<file path="config.mk">
export PLATFORM = sky130hd
export DESIGN_NAME = scalar_kalman_rate_filter_flat
export DESIGN_NICKNAME = d
export VERILOG_FILES = /design/src/sv/skrf_pkg.sv /design/src/sv/skrf_in_if.sv /design/src/sv/skrf_out_if.sv /design/src/sv/skrf_cfg_if.sv /design/src/sv/skrf_mul.sv /design/src/sv/skrf_div.sv /design/src/sv/scalar_kalman_rate_filter.sv /design/src/flat_wrapper.sv
export SDC_FILE = /design/constraint.sdc
export NUM_CORES = 2
export LEC_CHECK = 0
export ABC_AREA = 1
export BUFFER_PORTS_ARGS = -buffer_cell sky130_fd_sc_hd__buf_2
export CORE_MARGIN = 8
export CORE_UTILIZATION = 31
export DETAILED_ROUTE_END_ITERATION = 6
export GPL_TIMING_DRIVEN = 0
export PLACE_DENSITY_LB_ADDON = 0.05
export SLEW_MARGIN = 20
export SYNTH_ARGS = -nofsm -noshare
export SYNTH_HDL_FRONTEND = slang
export SYNTH_SLANG_ARGS = --single-unit
</file>
<file path="constraint.sdc">
create_clock -name clk -period 3.6 [get_ports clk]
set_clock_uncertainty 0.1 [all_clocks]
set_input_delay 0 -clock clk [delete_from_list [all_inputs] [get_ports clk]]
set_output_delay 0 -clock clk [all_outputs]
set_load 0.05 [all_outputs]
</file>
<file path="src/sv/skrf_pkg.sv">
// ----------------------------------------------------------------------------
// skrf_pkg
// Shared widths, codes, reset values and state type for the scalar Kalman
// yaw-rate filter.
// ----------------------------------------------------------------------------
package skrf_pkg;

  // Fixed-point format of every rate and variance.
  localparam int FRACTION_BITS = 16;

  localparam int RATE_W     = 32;
  localparam int VAR_W      = 32;
  localparam int WIDE_W     = RATE_W + 1;
  localparam int PROD_W     = VAR_W + WIDE_W;
  localparam int CFG_IDX_W  = 2;
  localparam int CFG_DATA_W = 32;

  // Register indexes of the configuration port.
  localparam logic [CFG_IDX_W-1:0] REG_MOTION_NOISE   = 2'd0;
  localparam logic [CFG_IDX_W-1:0] REG_SENSOR_NOISE   = 2'd1;
  localparam logic [CFG_IDX_W-1:0] REG_INITIAL_VAR    = 2'd2;

  typedef enum logic {
    OP_GYRO = 1'b0,
    OP_ODOM = 1'b1
  } op_t;

  typedef enum logic [3:0] {
    ST_IDLE,
    ST_MOTION,
    ST_MEAN,
    ST_SETUP,
    ST_START,
    ST_MUL,
    ST_DIV,
    ST_APPLY,
    ST_EMIT_STATE
  } state_t;

  // Saturates a scaled constant into an unsigned variance word.
  function automatic logic [VAR_W-1:0] sat_var(input longint unsigned v);
    logic [VAR_W-1:0] res;
    if (v > 64'hFFFF_FFFF) begin
      res = '1;
    end else begin
      res = VAR_W'(v);
    end
    return res;
  endfunction

  // Reset values: 4.0, 0.5 and 1000.0 in the fixed-point format.
  localparam logic [VAR_W-1:0] MOTION_NOISE_RST = sat_var((64'd8 << FRACTION_BITS) >> 1);
  localparam logic [VAR_W-1:0] SENSOR_NOISE_RST = sat_var((64'd1 << FRACTION_BITS) >> 1);
  localparam logic [VAR_W-1:0] INITIAL_VAR_RST  = sat_var((64'd2000 << FRACTION_BITS) >> 1);

endpackage

</file>
<file path="src/sv/skrf_in_if.sv">
// ----------------------------------------------------------------------------
// skrf_in_if
// Sample channel: opcode and rate sample with a valid/ready handshake.
// ----------------------------------------------------------------------------
interface skrf_in_if import skrf_pkg::*; ();
  logic                     valid;
  logic                     ready;
  op_t                      opcode;
  logic signed [RATE_W-1:0] rate_sample;

  modport source (output valid, output opcode, output rate_sample, input ready);
  modport sink   (input valid, input opcode, input rate_sample, output ready);
endinterface

</file>
<file path="src/sv/skrf_out_if.sv">
// ----------------------------------------------------------------------------
// skrf_out_if
// Result channel: filtered rate with a valid/ready handshake.
// ----------------------------------------------------------------------------
interface skrf_out_if import skrf_pkg::*; ();
  logic                     valid;
  logic                     ready;
  logic signed [RATE_W-1:0] filtered_rate;

  modport source (output valid, output filtered_rate, input ready);
  modport sink   (input valid, input filtered_rate, output ready);
endinterface

</file>
<file path="src/sv/skrf_cfg_if.sv">
// ----------------------------------------------------------------------------
// skrf_cfg_if
// Configuration write channel: register index and write data.
// ----------------------------------------------------------------------------
interface skrf_cfg_if import skrf_pkg::*; ();
  logic                  valid;
  logic                  ready;
  logic [CFG_IDX_W-1:0]  index;
  logic [CFG_DATA_W-1:0] data;

  modport source (output valid, output index, output data, input ready);
  modport sink   (input valid, input index, input data, output ready);
endinterface

</file>
<file path="src/sv/skrf_mul.sv">
// ----------------------------------------------------------------------------
// skrf_mul
// Bit-serial shift-add multiplier computing a * b + addend, one multiplier
// bit per cycle.
// ----------------------------------------------------------------------------
module skrf_mul import skrf_pkg::*; #(
  parameter int A_W = VAR_W,
  parameter int B_W = WIDE_W
) (
  input  logic             clk,
  input  logic             rst_n,
  input  logic             start,
  input  logic [A_W-1:0]   a,
  input  logic [B_W-1:0]   b,
  input  logic [A_W-1:0]   addend,
  output logic             done,
  output logic [A_W+B_W-1:0] product
);

  localparam int CNT_W = $clog2(B_W + 1);

  logic [A_W-1:0]   a_r, a_nxt;
  logic [A_W-1:0]   hi_r, hi_nxt;
  logic [B_W-1:0]   lo_r, lo_nxt;
  logic [CNT_W-1:0] cnt_r, cnt_nxt;
  logic             done_r, done_nxt;
  logic [A_W:0]     sum;

  // The addend starts in the high half, where it carries weight one once
  // all multiplier bits have been shifted through.
  always_comb begin
    sum      = {1'b0, hi_r} + (lo_r[0] ? {1'b0, a_r} : '0);
    a_nxt    = a_r;
    hi_nxt   = hi_r;
    lo_nxt   = lo_r;
    cnt_nxt  = cnt_r;
    done_nxt = 1'b0;
    if (start) begin
      a_nxt   = a;
      hi_nxt  = addend;
      lo_nxt  = b;
      cnt_nxt = CNT_W'(B_W);
    end else if (cnt_r != '0) begin
      hi_nxt   = sum[A_W:1];
      lo_nxt   = {sum[0], lo_r[B_W-1:1]};
      cnt_nxt  = cnt_r - 1'b1;
      done_nxt = (cnt_r == CNT_W'(1));
    end
  end

  always_ff @(posedge clk) begin
    if (!rst_n) begin
      cnt_r  <= '0;
      done_r <= 1'b0;
    end else begin
      cnt_r  <= cnt_nxt;
      done_r <= done_nxt;
    end
  end

  always_ff @(posedge clk) begin
    a_r  <= a_nxt;
    hi_r <= hi_nxt;
    lo_r <= lo_nxt;
  end

  assign done    = done_r;
  assign product = {hi_r, lo_r};

endmodule

</file>
<file path="src/sv/skrf_div.sv">
// ----------------------------------------------------------------------------
// skrf_div
// Restoring radix-2 divider, one quotient bit per cycle. The caller
// guarantees that the quotient fits in Q_W bits.
// ----------------------------------------------------------------------------
module skrf_div import skrf_pkg::*; #(
  parameter int N_W = PROD_W,
  parameter int D_W = WIDE_W,
  parameter int Q_W = WIDE_W
) (
  input  logic           clk,
  input  logic           rst_n,
  input  logic           start,
  input  logic [N_W-1:0] num,
  input  logic [D_W-1:0] den,
  output logic           done,
  output logic [Q_W-1:0] quotient
);

  localparam int CNT_W = $clog2(Q_W + 1);

  logic [D_W-1:0]   rem_r, rem_nxt;
  logic [D_W-1:0]   d_r, d_nxt;
  logic [Q_W-1:0]   quo_r, quo_nxt;
  logic [CNT_W-1:0] cnt_r, cnt_nxt;
  logic             done_r, done_nxt;
  logic [D_W:0]     part;
  logic [D_W+1:0]   trial;
  logic             fits;

  // The low numerator bits sit in the quotient register and shift into the
  // remainder as the quotient bits shift in behind them.
  always_comb begin
    part     = {rem_r, quo_r[Q_W-1]};
    trial    = {1'b0, part} - {2'b00, d_r};
    fits     = ~trial[D_W+1];
    rem_nxt  = rem_r;
    d_nxt    = d_r;
    quo_nxt  = quo_r;
    cnt_nxt  = cnt_r;
    done_nxt = 1'b0;
    if (start) begin
      rem_nxt = D_W'(num[N_W-1:Q_W]);
      quo_nxt = num[Q_W-1:0];
      d_nxt   = den;
      cnt_nxt = CNT_W'(Q_W);
    end else if (cnt_r != '0) begin
      rem_nxt  = fits ? trial[D_W-1:0] : part[D_W-1:0];
      quo_nxt  = {quo_r[Q_W-2:0], fits};
      cnt_nxt  = cnt_r - 1'b1;
      done_nxt = (cnt_r == CNT_W'(1));
    end
  end

  always_ff @(posedge clk) begin
    if (!rst_n) begin
      cnt_r  <= '0;
      done_r <= 1'b0;
    end else begin
      cnt_r  <= cnt_nxt;
      done_r <= done_nxt;
    end
  end

  always_ff @(posedge clk) begin
    rem_r <= rem_nxt;
    d_r   <= d_nxt;
    quo_r <= quo_nxt;
  end

  assign done     = done_r;
  assign quotient = quo_r;

endmodule

</file>
<file path="src/sv/scalar_kalman_rate_filter.sv">
// ----------------------------------------------------------------------------
// scalar_kalman_rate_filter
// One-dimensional Kalman filter for yaw rate: gyro samples are stored, the
// first odometry sample seeds it; later ones predict, update and emit.
// ----------------------------------------------------------------------------
//
//   Channel | Direction | Payload                         | Handshake
//   --------+-----------+---------------------------------+------------------
//   cfg_if  | in        | index (2 b), data (32 b)        | valid/ready
//   in_if   | in        | opcode (1 b), rate_sample (32 b)| valid/ready
//   out_if  | out       | filtered_rate (32 b signed)     | valid/ready
//
// A gyro beat and the first odometry beat are absorbed in the accept cycle
// and the block is ready again on the next cycle. Every later odometry beat
// goes through prediction and setup (MOTION, MEAN, SETUP, START), the 33-step
// bit-serial multiply, the 33-step restoring divide, then apply and emit;
// when the total variance is zero the update is skipped and the result is
// emitted straight after setup.
// Reset is synchronous and active low; it loads the configuration registers
// with 4.0, 0.5 and 1000.0 and returns the filter to its unseeded state.
// The result sits in an output register, so a new sample beat is accepted
// while a result is still waiting; a second result waits inside the block
// until the first beat has left.
//
module scalar_kalman_rate_filter import skrf_pkg::*; (
  input  logic       clk,
  input  logic       rst_n,
  skrf_cfg_if.sink   cfg_if,
  skrf_in_if.sink    in_if,
  skrf_out_if.source out_if
);

  // Configuration registers.
  logic [VAR_W-1:0]  mnv_r, mnv_nxt;
  logic [VAR_W-1:0]  snv_r, snv_nxt;
  logic [VAR_W-1:0]  init_r, init_nxt;

  // Filter state.
  state_t            state_r, state_nxt;
  logic [RATE_W-1:0] mean_r, mean_nxt;
  logic [VAR_W-1:0]  var_r, var_nxt;
  logic              first_r, first_nxt;
  logic [RATE_W-1:0] prev_r, prev_nxt;
  logic [RATE_W-1:0] gyro_r, gyro_nxt;

  // Working registers of one odometry step.
  logic [RATE_W-1:0] x_r, x_nxt;
  logic [WIDE_W-1:0] motion_r, motion_nxt;
  logic [WIDE_W-1:0] den_r, den_nxt;
  logic [WIDE_W-1:0] diff_r, diff_nxt;

  // Output register.
  logic              out_valid_r, out_valid_nxt;
  logic [RATE_W-1:0] out_rate_r, out_rate_nxt;

  // Serial arithmetic units.
  logic              mul_start, div_start;
  logic              gain_mul_done, var_mul_done;
  logic              gain_div_done, var_div_done;
  logic [PROD_W-1:0] gain_prod, var_prod;
  logic [WIDE_W-1:0] corr_q, var_q;
  logic [WIDE_W-1:0] mag;

  logic              in_fire;

  assign in_fire      = in_if.valid && in_if.ready;
  assign in_if.ready  = (state_r == ST_IDLE);
  assign cfg_if.ready = 1'b1;

  // The magnitude of gyro minus mean feeds the gain multiplier at start.
  assign mag = diff_r[WIDE_W-1] ? (~diff_r + 1'b1) : diff_r;

  // Configuration writes; indexes past the register list are dropped.
  always_comb begin
    mnv_nxt  = mnv_r;
    snv_nxt  = snv_r;
    init_nxt = init_r;
    if (cfg_if.valid) begin
      case (cfg_if.index)
        REG_MOTION_NOISE: mnv_nxt  = cfg_if.data;
        REG_SENSOR_NOISE: snv_nxt  = cfg_if.data;
        REG_INITIAL_VAR:  init_nxt = cfg_if.data;
        default: ;
      endcase
    end
  end

  // Sequencer and datapath.
  always_comb begin
    logic [WIDE_W-1:0]   var_sum;
    logic [WIDE_W:0]     mean_sum;
    logic [WIDE_W:0]     mean_ext;
    logic [WIDE_W:0]     applied;
    logic                emit;

    state_nxt     = state_r;
    mean_nxt      = mean_r;
    var_nxt       = var_r;
    first_nxt     = first_r;
    prev_nxt      = prev_r;
    gyro_nxt      = gyro_r;
    x_nxt         = x_r;
    motion_nxt    = motion_r;
    den_nxt       = den_r;
    diff_nxt      = diff_r;
    mul_start     = 1'b0;
    div_start     = 1'b0;
    emit          = 1'b0;

    var_sum  = {1'b0, var_r} + {1'b0, mnv_r};
    mean_sum = {{2{mean_r[RATE_W-1]}}, mean_r} + {motion_r[WIDE_W-1], motion_r};
    mean_ext = {{2{mean_r[RATE_W-1]}}, mean_r};
    applied  = diff_r[WIDE_W-1] ? (mean_ext - {1'b0, corr_q})
                                : (mean_ext + {1'b0, corr_q});

    case (state_r)
      ST_IDLE: begin
        if (in_fire) begin
          if (in_if.opcode == OP_GYRO) begin
            gyro_nxt = in_if.rate_sample;
          end else if (first_r) begin
            // The first odometry sample seeds the filter.
            mean_nxt  = in_if.rate_sample;
            prev_nxt  = in_if.rate_sample;
            var_nxt   = init_r;
            first_nxt = 1'b0;
          end else begin
            x_nxt     = in_if.rate_sample;
            state_nxt = ST_MOTION;
          end
        end
      end
      ST_MOTION: begin
        motion_nxt = {x_r[RATE_W-1], x_r} - {prev_r[RATE_W-1], prev_r};
        var_nxt    = var_sum[VAR_W] ? '1 : var_sum[VAR_W-1:0];
        state_nxt  = ST_MEAN;
      end
      ST_MEAN: begin
        // Saturate the predicted mean to the signed range.
        if (mean_sum[WIDE_W] != mean_sum[RATE_W-1] ||
            mean_sum[WIDE_W-1] != mean_sum[RATE_W-1]) begin
          mean_nxt = {mean_sum[WIDE_W], {(RATE_W-1){~mean_sum[WIDE_W]}}};
        end else begin
          mean_nxt = mean_sum[RATE_W-1:0];
        end
        prev_nxt  = x_r;
        state_nxt = ST_SETUP;
      end
      ST_SETUP: begin
        den_nxt   = {1'b0, var_r} + {1'b0, snv_r};
        diff_nxt  = {gyro_r[RATE_W-1], gyro_r} - {mean_r[RATE_W-1], mean_r};
        state_nxt = ST_START;
      end
      ST_START: begin
        // With zero total variance the update leaves mean and variance alone.
        if (den_r == '0) begin
          state_nxt = ST_EMIT_STATE;
        end else begin
          mul_start = 1'b1;
          state_nxt = ST_MUL;
        end
      end
      ST_MUL: begin
        if (gain_mul_done && var_mul_done) begin
          div_start = 1'b1;
          state_nxt = ST_DIV;
        end
      end
      ST_DIV: begin
        if (gain_div_done && var_div_done) begin
          state_nxt = ST_APPLY;
        end
      end
      ST_APPLY: begin
        // The correction never carries the mean past the gyro value.
        mean_nxt  = applied[RATE_W-1:0];
        var_nxt   = var_q[VAR_W-1:0];
        state_nxt = ST_EMIT_STATE;
      end
      ST_EMIT_STATE: begin
        emit = !out_valid_r || out_if.ready;
        if (emit) begin
          state_nxt = ST_IDLE;
        end
      end
      default: begin
        state_nxt = ST_IDLE;
      end
    endcase

    if (emit) begin
      out_valid_nxt = 1'b1;
      out_rate_nxt  = mean_r;
    end else begin
      out_valid_nxt = out_valid_r && !out_if.ready;
      out_rate_nxt  = out_rate_r;
    end
  end

  // Gain numerator v*|g - mean| + den/2 and variance numerator v*s + den/2,
  // both built bit-serially in parallel.
  skrf_mul #(.A_W(VAR_W), .B_W(WIDE_W)) u_gain_mul (
    .clk     (clk),
    .rst_n   (rst_n),
    .start   (mul_start),
    .a       (var_r),
    .b       (mag),
    .addend  (den_r[WIDE_W-1:1]),
    .done    (gain_mul_done),
    .product (gain_prod)
  );

  skrf_mul #(.A_W(VAR_W), .B_W(WIDE_W)) u_var_mul (
    .clk     (clk),
    .rst_n   (rst_n),
    .start   (mul_start),
    .a       (var_r),
    .b       ({1'b0, snv_r}),
    .addend  (den_r[WIDE_W-1:1]),
    .done    (var_mul_done),
    .product (var_prod)
  );

  // Both quotients stay below 2^33 because v <= v + s.
  skrf_div #(.N_W(PROD_W), .D_W(WIDE_W), .Q_W(WIDE_W)) u_gain_div (
    .clk      (clk),
    .rst_n    (rst_n),
    .start    (div_start),
    .num      (gain_prod),
    .den      (den_r),
    .done     (gain_div_done),
    .quotient (corr_q)
  );

  skrf_div #(.N_W(PROD_W), .D_W(WIDE_W), .Q_W(WIDE_W)) u_var_div (
    .clk      (clk),
    .rst_n    (rst_n),
    .start    (div_start),
    .num      (var_prod),
    .den      (den_r),
    .done     (var_div_done),
    .quotient (var_q)
  );

  always_ff @(posedge clk) begin
    if (!rst_n) begin
      mnv_r       <= MOTION_NOISE_RST;
      snv_r       <= SENSOR_NOISE_RST;
      init_r      <= INITIAL_VAR_RST;
      state_r     <= ST_IDLE;
      mean_r      <= '0;
      var_r       <= INITIAL_VAR_RST;
      first_r     <= 1'b1;
      prev_r      <= '0;
      gyro_r      <= '0;
      out_valid_r <= 1'b0;
    end else begin
      mnv_r       <= mnv_nxt;
      snv_r       <= snv_nxt;
      init_r      <= init_nxt;
      state_r     <= state_nxt;
      mean_r      <= mean_nxt;
      var_r       <= var_nxt;
      first_r     <= first_nxt;
      prev_r      <= prev_nxt;
      gyro_r      <= gyro_nxt;
      out_valid_r <= out_valid_nxt;
    end
  end

  always_ff @(posedge clk) begin
    x_r        <= x_nxt;
    motion_r   <= motion_nxt;
    den_r      <= den_nxt;
    diff_r     <= diff_nxt;
    out_rate_r <= out_rate_nxt;
  end

  assign out_if.valid         = out_valid_r;
  assign out_if.filtered_rate = out_rate_r;

endmodule
</file>
<file path="src/flat_wrapper.sv">
// flat-port wrapper written by rule: the top's interface ports become plain ports
module scalar_kalman_rate_filter_flat import skrf_pkg::*;
  (clk, rst_n, cfg_if_valid, cfg_if_index, cfg_if_data, cfg_if_ready, in_if_valid, in_if_opcode, in_if_rate_sample, in_if_ready, out_if_valid, out_if_filtered_rate, out_if_ready);
  skrf_cfg_if cfg_if_i ();
  skrf_in_if in_if_i ();
  skrf_out_if out_if_i ();
  input  logic clk;
  input  logic rst_n;
  input wire logic [$bits(cfg_if_i.valid)-1:0] cfg_if_valid;
  input wire logic [$bits(cfg_if_i.index)-1:0] cfg_if_index;
  input wire logic [$bits(cfg_if_i.data)-1:0] cfg_if_data;
  output wire logic [$bits(cfg_if_i.ready)-1:0] cfg_if_ready;
  input wire logic [$bits(in_if_i.valid)-1:0] in_if_valid;
  input wire logic [$bits(in_if_i.opcode)-1:0] in_if_opcode;
  input wire logic [$bits(in_if_i.rate_sample)-1:0] in_if_rate_sample;
  output wire logic [$bits(in_if_i.ready)-1:0] in_if_ready;
  output wire logic [$bits(out_if_i.valid)-1:0] out_if_valid;
  output wire logic [$bits(out_if_i.filtered_rate)-1:0] out_if_filtered_rate;
  input wire logic [$bits(out_if_i.ready)-1:0] out_if_ready;
  assign cfg_if_i.valid = cfg_if_valid;
  assign cfg_if_i.index = cfg_if_index;
  assign cfg_if_i.data = cfg_if_data;
  assign cfg_if_ready = cfg_if_i.ready;
  assign in_if_i.valid = in_if_valid;
  assign in_if_i.opcode = in_if_opcode;
  assign in_if_i.rate_sample = in_if_rate_sample;
  assign in_if_ready = in_if_i.ready;
  assign out_if_valid = out_if_i.valid;
  assign out_if_filtered_rate = out_if_i.filtered_rate;
  assign out_if_i.ready = out_if_ready;
  scalar_kalman_rate_filter u_core (.clk(clk), .rst_n(rst_n), .cfg_if(cfg_if_i), .in_if(in_if_i), .out_if(out_if_i));
endmodule
</file>
## Word-level counts from Yosys, hierarchy flattened

Index checks and enable logic that the tools add are counted.
W data, S select, Z words.

- Eq/ne operators: 23
- $add $sub $neg: 16
- Bitwise gates (word level): 11
- Multiplexer cells: 55
- Reduce and logical (&&, ||, !) cells: 38

Operators with widths:

| kind | number |
|---|---|
| $mux W32 | 21 |
| $mux W33 | 9 |
| $pmux W32 S3 | 2 |
| $add A32 B32 Y33 | 3 |
| $sub A34 B33 Y35 | 2 |
| $sub A32 B32 Y33 | 2 |
| $pmux W32 S2 | 1 |
| $mux W6 | 8 |
| $pmux W4 S9 | 1 |
| $add A32 B33 Y34 | 1 |
| $add A32 B33 Y33 | 1 |
| $add A33 B1 Y33 const B | 1 |
| $logic_not A33 Y1 | 1 |
| $not A33 Y33 | 1 |
| $add A32 B32 Y32 | 1 |
| $sub A32 B32 Y32 | 1 |
| $mux W4 | 7 |
| $eq A6 B1 Y1 const B | 4 |
| $reduce_bool A6 Y1 | 4 |
| $sub A6 B1 Y6 const B | 4 |
| $eq A4 B3 Y1 const B | 4 |
| $reduce_and A4 Y1 | 4 |
| $reduce_or A3 Y1 | 4 |
| $not A1 Y1 | 10 |
| 20 further kinds | 46 |

- Output and inout port bits: 35
- Word-level logic and storage cells: 183
- Flip-flop bits (word level): 748

## Logic depth before layout (Yosys ltp)

- Depth in word-level cells: 5
- Gate-level depth with buffers: 25
- Mapped depth without buffers: 25

## Modules after synthesis

From an unflattened synthesis, not the netlist that was laid out.

- Cell total of the unflattened synthesis: 7411
- Area, all modules: 54422.2 um^2

Modules (own cells, without submodules):

| module | instances | cells an instance | area each (um^2) | sequential area each (um^2) |
|---|---|---|---|---|
| scalar_kalman_rate_filter | 1 | 3649 | 26710.6 | 9499.1 |
| skrf_div | 2 | 979 | 7146.9 | 3103.0 |
| skrf_mul | 2 | 902 | 6708.9 | 3052.9 |

## Least setup slack after synthesis

No wires, ideal clock.

- Kind: flip-flop to flip-flop
- Start point: register u_core.state_r[3]
- End point: register u_core.state_r[2]
- Required time: 3423 ps
- Slack: -318 ps
- Cell stages (with the launch flop): 6
- Buffers on the path: 0
- Clock period less this slack: 3918 ps
- Data arrival time: 3741 ps
- Cell sequence: dfxtp_1 > nor2_1 > inv_2 > nor2_1 > nor3_1 > a21oi_1

- Word-level cells in the longest chain between the ends: 4
- Elaborated cells on any way between the ends: 18
- Those cells by class: eq/ne: 14; mux: 1; reduce/logical: 3

RTL lines:

| item | line | source |
|---|---|---|
| start, declared | scalar_kalman_rate_filter.sv:39 | `state_t state_r, state_nxt;` |
| start signal, assigned | scalar_kalman_rate_filter.sv:261 | `state_r <= state_nxt;` |
| $logic_not A4 Y1 | scalar_kalman_rate_filter.sv:67, scalar_kalman_rate_filter.sv:116 |  |
| $logic_and A1 B1 Y1 | scalar_kalman_rate_filter.sv:66 | `assign in_fire = in_if.valid && in_if.ready;` |
| $ne A2 B2 Y1 (no line) | - |  |
| $reduce_and A6 Y1 (no line) | - |  |

Parallel ways exist; a longest one is shown, timed or not.
A chain may end at the register's enable or synchronous reset.

## Final worst setup path

- Start point: register u_core.u_gain_div.quo_r[0] (netlist: u_core.u_gain_div.quotient[0])
- End point: register u_core.mean_r[24]

- Word-level cells in the longest chain between the ends: 3
- Elaborated cells on any way between the ends: 4
- Those cells by class: add/sub: 2; mux: 2

RTL lines:

| item | line | source |
|---|---|---|
| start, declared | skrf_div.sv:24 | `logic [Q_W-1:0] quo_r, quo_nxt;` |
| start signal, assigned | skrf_div.sv:68 | `quo_r <= quo_nxt;` |
| $add A32 B32 Y32 / $sub A32 B32 Y32 (equally long branches) | scalar_kalman_rate_filter.sv:114, scalar_kalman_rate_filter.sv:113 |  |
| $mux W32 (*) | scalar_kalman_rate_filter.sv:113 | `applied = diff_r[WIDE_W-1] ? (mean_ext - {1'b0, corr_q})` |
| $pmux W32 S3 (*) | scalar_kalman_rate_filter.sv:116 | `case (state_r)` |
| end signal, assigned | scalar_kalman_rate_filter.sv:262 | `mean_r <= mean_nxt;` |
| end, declared | scalar_kalman_rate_filter.sv:40 | `logic [RATE_W-1:0] mean_r, mean_nxt;` |

Mark *: on every way between the ends. The rest lies on a longest branch, timed or not.

==> summary.md <==
| Metric | Value |
|---|---|
| Final Hold Vio Count | 0 |
| Inserted Clock Buffers | 95 |
| Nets | 7,232 |
| Flops & latches, synth | 748 |
| Slew @ Worst Pin | 1050 ps |
| Remaining Overflow, GRT | 0 |
| Number of synthesized flops with an enable pin | 487 |
| Vias | 45,100 |
| IO Port Bufs | 104 |
| Hold_sp | cfg_if_data[22] |
| RSZ-0062 raised after global routing | true |
| Core ar. | 158,000 um2 |
| Netlist cell types | 61 |
| Initial DRT Pass Iterations | 6 |
| Post-Syn Instances | 6,459 |
| Drt initial violations | 3,288 |
| Initial Util | 31.2% |
| Synthesis-to-finish area growth | 18.8% |
| Fin crit share | 99.7% |
| Share of cells above drive strength 1 | 9.21% |
| First-pass GRT wire length | 293,000 um |
| Syn Std Cell Area | 49,500 um2 |
| Critical path, cell by cell | inv_2, ha_4, nand3_4, nor4_4, nand2_2, nor2_4, inv_2, o21ai_4, buf_12, xor2_4, ha_4, buf_6, nand2_4, nor2_2, and3_4, nand4_1, nand3_2, nand2_1, nand2_2, or2_4, nand3_2, nand2_2, a21oi_2, nor2_1 |
| FF-to-FF End | u_core.mean_r[24] |
| Placer Congestion | 0.918 |
| Die height | 416 um |
| CTS H-tree depth | 3 |
| DIE AREA | 173,000 um2 |
| Slowest-stage cell, CP | edfxtp_1 |
| Finish-stage setup viols | 0 |
| Syn nets | 6,875 |
| Maximum vdd drop | 0.533 mV |
| Prevailing post-synth register cell | edfxtp_1 |
| Max-cap violations | 0 |
| Largest net degree at the start of global routing | 52 |
| Worst r2r src | u_core.u_gain_div.quotient[0] |
| CP max stage delay | 450 ps |
| PwrDens | 750 nW/um2 |
| Row cnt | 146 |
| Critical path class | reg -> reg |
| Total power | 44.1 mW |
| Worst r2r path cells | 24 |
| Worst Hold End | u_core.snv_r[22] |
| Ys async rst share | 0% |
| Clk slew on worst S/H paths | 60 ps |
| Crit end category | register |
| Die W | 416 um |
| DPL Wire Length | 165,000 um |
| Min cycle time layout | 3590 ps |
| Pre-CTS setup slack | -1100 ps |
| Post-DRT Antenna Nets | 0 |
| Clock Latency Late Sink | 700 ps |
| Post-Route WL | 201,000 um |
| Normalized max-slew margin | 29.8% |
| Max Freq | 279 MHz |
| CP delay by family, top | simple AND/OR/NAND/NOR gates |
| Setup ws final | 10.4 ps |
| Sinks on Clock Net | 748 |
| R2R setup slack | 10 ps |
| Drt wl/cell | 22.5 um |
| Nature of the critical path startpoint | register |
| Mean Syn Cell Area | 7.66 um2 |
| Number of global-route vias before repair | 45,000 |
| Status | finished clean |
| Slew Viols, Final | 0 |
| Leak pwr | 25.6 nW |
| Critical Path RT | 4090 ps |
| Clk buf depth | 3 |
| Overall routing resource usage | 22.4% |
| Critical path peak fanout | 3 |
| Initial antenna violation count | 5 |
| Worst Setup SP | u_core.u_gain_div.quotient[0] |
| Worst Path Arrival | 4080 ps |
| TritonCTS clock tree | built |
| Routed vias/inst | 5.03 |
| # DRC | 0 |
| YS warnings | 0 |
| Sequential area share after synthesis | 40.1% |
| Root buf cell | clkbuf_16 |
| I/O pin total | 107 |
| Hold Path Cell Cnt | 4 |
| Worst path bufs/invs | 4 |
| Most frequent CP cell | nand2_2 |
| Worst hold path type | in -> reg |
## what timing repair did
action	4_1_cts	5_1_grt
buffers inserted	21	9
gates cloned	0	0
pin swaps	45	64
setup endpoints to repair	318	121
hold buffers	116	0
hold endpoints to repair	241	0
gates resized for setup	174	114
## where the power goes
group          switching [mW]  internal (mW)  leakage (nW)
Sequential               1.80           12.6          6.82
Clock                    4.10           5.98          1.58
Combinational            12.9           6.70          17.2
Total                    18.8           25.3          25.6
## kinds of logic after synthesis
logic type      Yosys count  share of synthesized area (%)
other cells               1                        0.00758
compound gates         1550                           17.4
simple gates           2626                           21.7
fa+ha+maj               344                           8.85
buf+inv                 921                           7.18
xor+xnor                269                           4.76
flops                   748                           40.1
## worst reg2reg max path, stage by stage, from the launching register on
cell and delay [ps]:
edfxtp_1 450, inv_2 110, ha_4 140, nand3_4 80, nor4_4 190, nand2_2 120
nor2_4 140, inv_2 70, o21ai_4 200, buf_12 140, xor2_4 210, ha_4 250
buf_6 120, nand2_4 50, nor2_2 40, and3_4 160, nand4_1 130, nand3_2 120
nand2_1 100, nand2_2 70, or2_4 230, nand3_2 70, nand2_2 70, a21oi_2 100
nor2_1 50
## per-layer routing
layer  part of all wire (%)  track usage (%)  vias to the layer above  routed length, um
met5                      0                0                        -                  0
met4                    2.1             5.01                        0               4270
met3                    4.2             2.20                      183               8440
met2                     44             35.3                      963              87700
met1                     50             33.0                    21400             101000
li1                       -                -                    22600                  -
## cells in the mapped netlist, types with 29 or more instances
master	count	area [um2]
a21o_1	51	383
a21oi_1	503	2520
a221oi_1	29	254
a31oi_1	72	450
clkbuf_1	141	529
dfxtp_1	261	5230
edfxtp_1	487	14600
ha_1	334	4180
inv_1	721	2710
nand2_1	1507	5660
nand3_1	250	1250
nand4_1	36	225
nor2_1	644	2420
nor3_1	73	365
nor4_1	35	219
o21ai_0	667	3340
o21ai_1	43	215
o21bai_1	46	345
xnor2_1	99	867
xor2_1	170	1490
## area by class of cell
cell class                      count  area [um2]
Fill cell                       16700       99600
Clock inverter                     49         618
Timing Repair Buffer              262        2250
Clock buffer                      129        2650
Multi-Input combinational cell   4790       27200
Tap cell                         2072        2590
Inverter                          737        2770
Antenna cell                        3        7.51
Sequential cell                   748       19800
Buffer                            182         861
## stage by stage
stage               hold slack, ps  utilization, %  cells  area [um2]  TNS, ps
floorplan                    -1.13               -   6459       49500        0
global placement               135            33.2   8635       52600  -826750
detailed placement             146            33.4   8647       52900  -185460
CTS                         0.0495            36.8   8961       58300     -497
global route                  42.8            37.1   8970       58800    -1050
finish                        68.2            37.1   8972       58800        0
## sequential cells by signal, summed over array words and instances, names as in the netlist, 33 cells and up
name                        count
u_core.den_r                   33
u_core.diff_r                  33
u_core.motion_r                33
u_core.u_gain_div.d_r          33
u_core.u_gain_div.quotient     33
u_core.u_gain_div.rem_r        33
u_core.u_gain_mul.lo_r         33
u_core.u_var_div.quotient      33
u_core.u_var_div.rem_r         33
u_core.u_var_mul.lo_r          33
## layout by cell type (no fill, tap or decap), types with 70 or more instances in the layout
cell and instances:
clkbuf_16 98, a31oi_1 70, clkbuf_1 131, inv_1 705, buf_2 131, dfxtp_1 261
nor2_1 624, nand2_1 1483, dlygate4sd3_1 116, nand3_1 234, o21ai_0 641, ha_1 312
edfxtp_1 487, a21oi_1 480, xnor2_1 96, xor2_1 158
## worst max-delay path by stage
stage / to / slack (ps) / cells after the start
4_1_cts: u_core.mean_r[24] / -180 / 24
3_5_place_dp: u_core.mean_r[14] / -1100 / 15
5_1_grt: u_core.mean_r[28] / -140 / 23
3_3_place_gp: u_core.u_gain_mul.lo_r[2] / -2930 / 8
2_1_floorplan: u_core.u_gain_mul.hi_r[0] / 180 / 8
6_report: u_core.mean_r[24] / 10 / 24
Power figures use the tool's default switching activity.
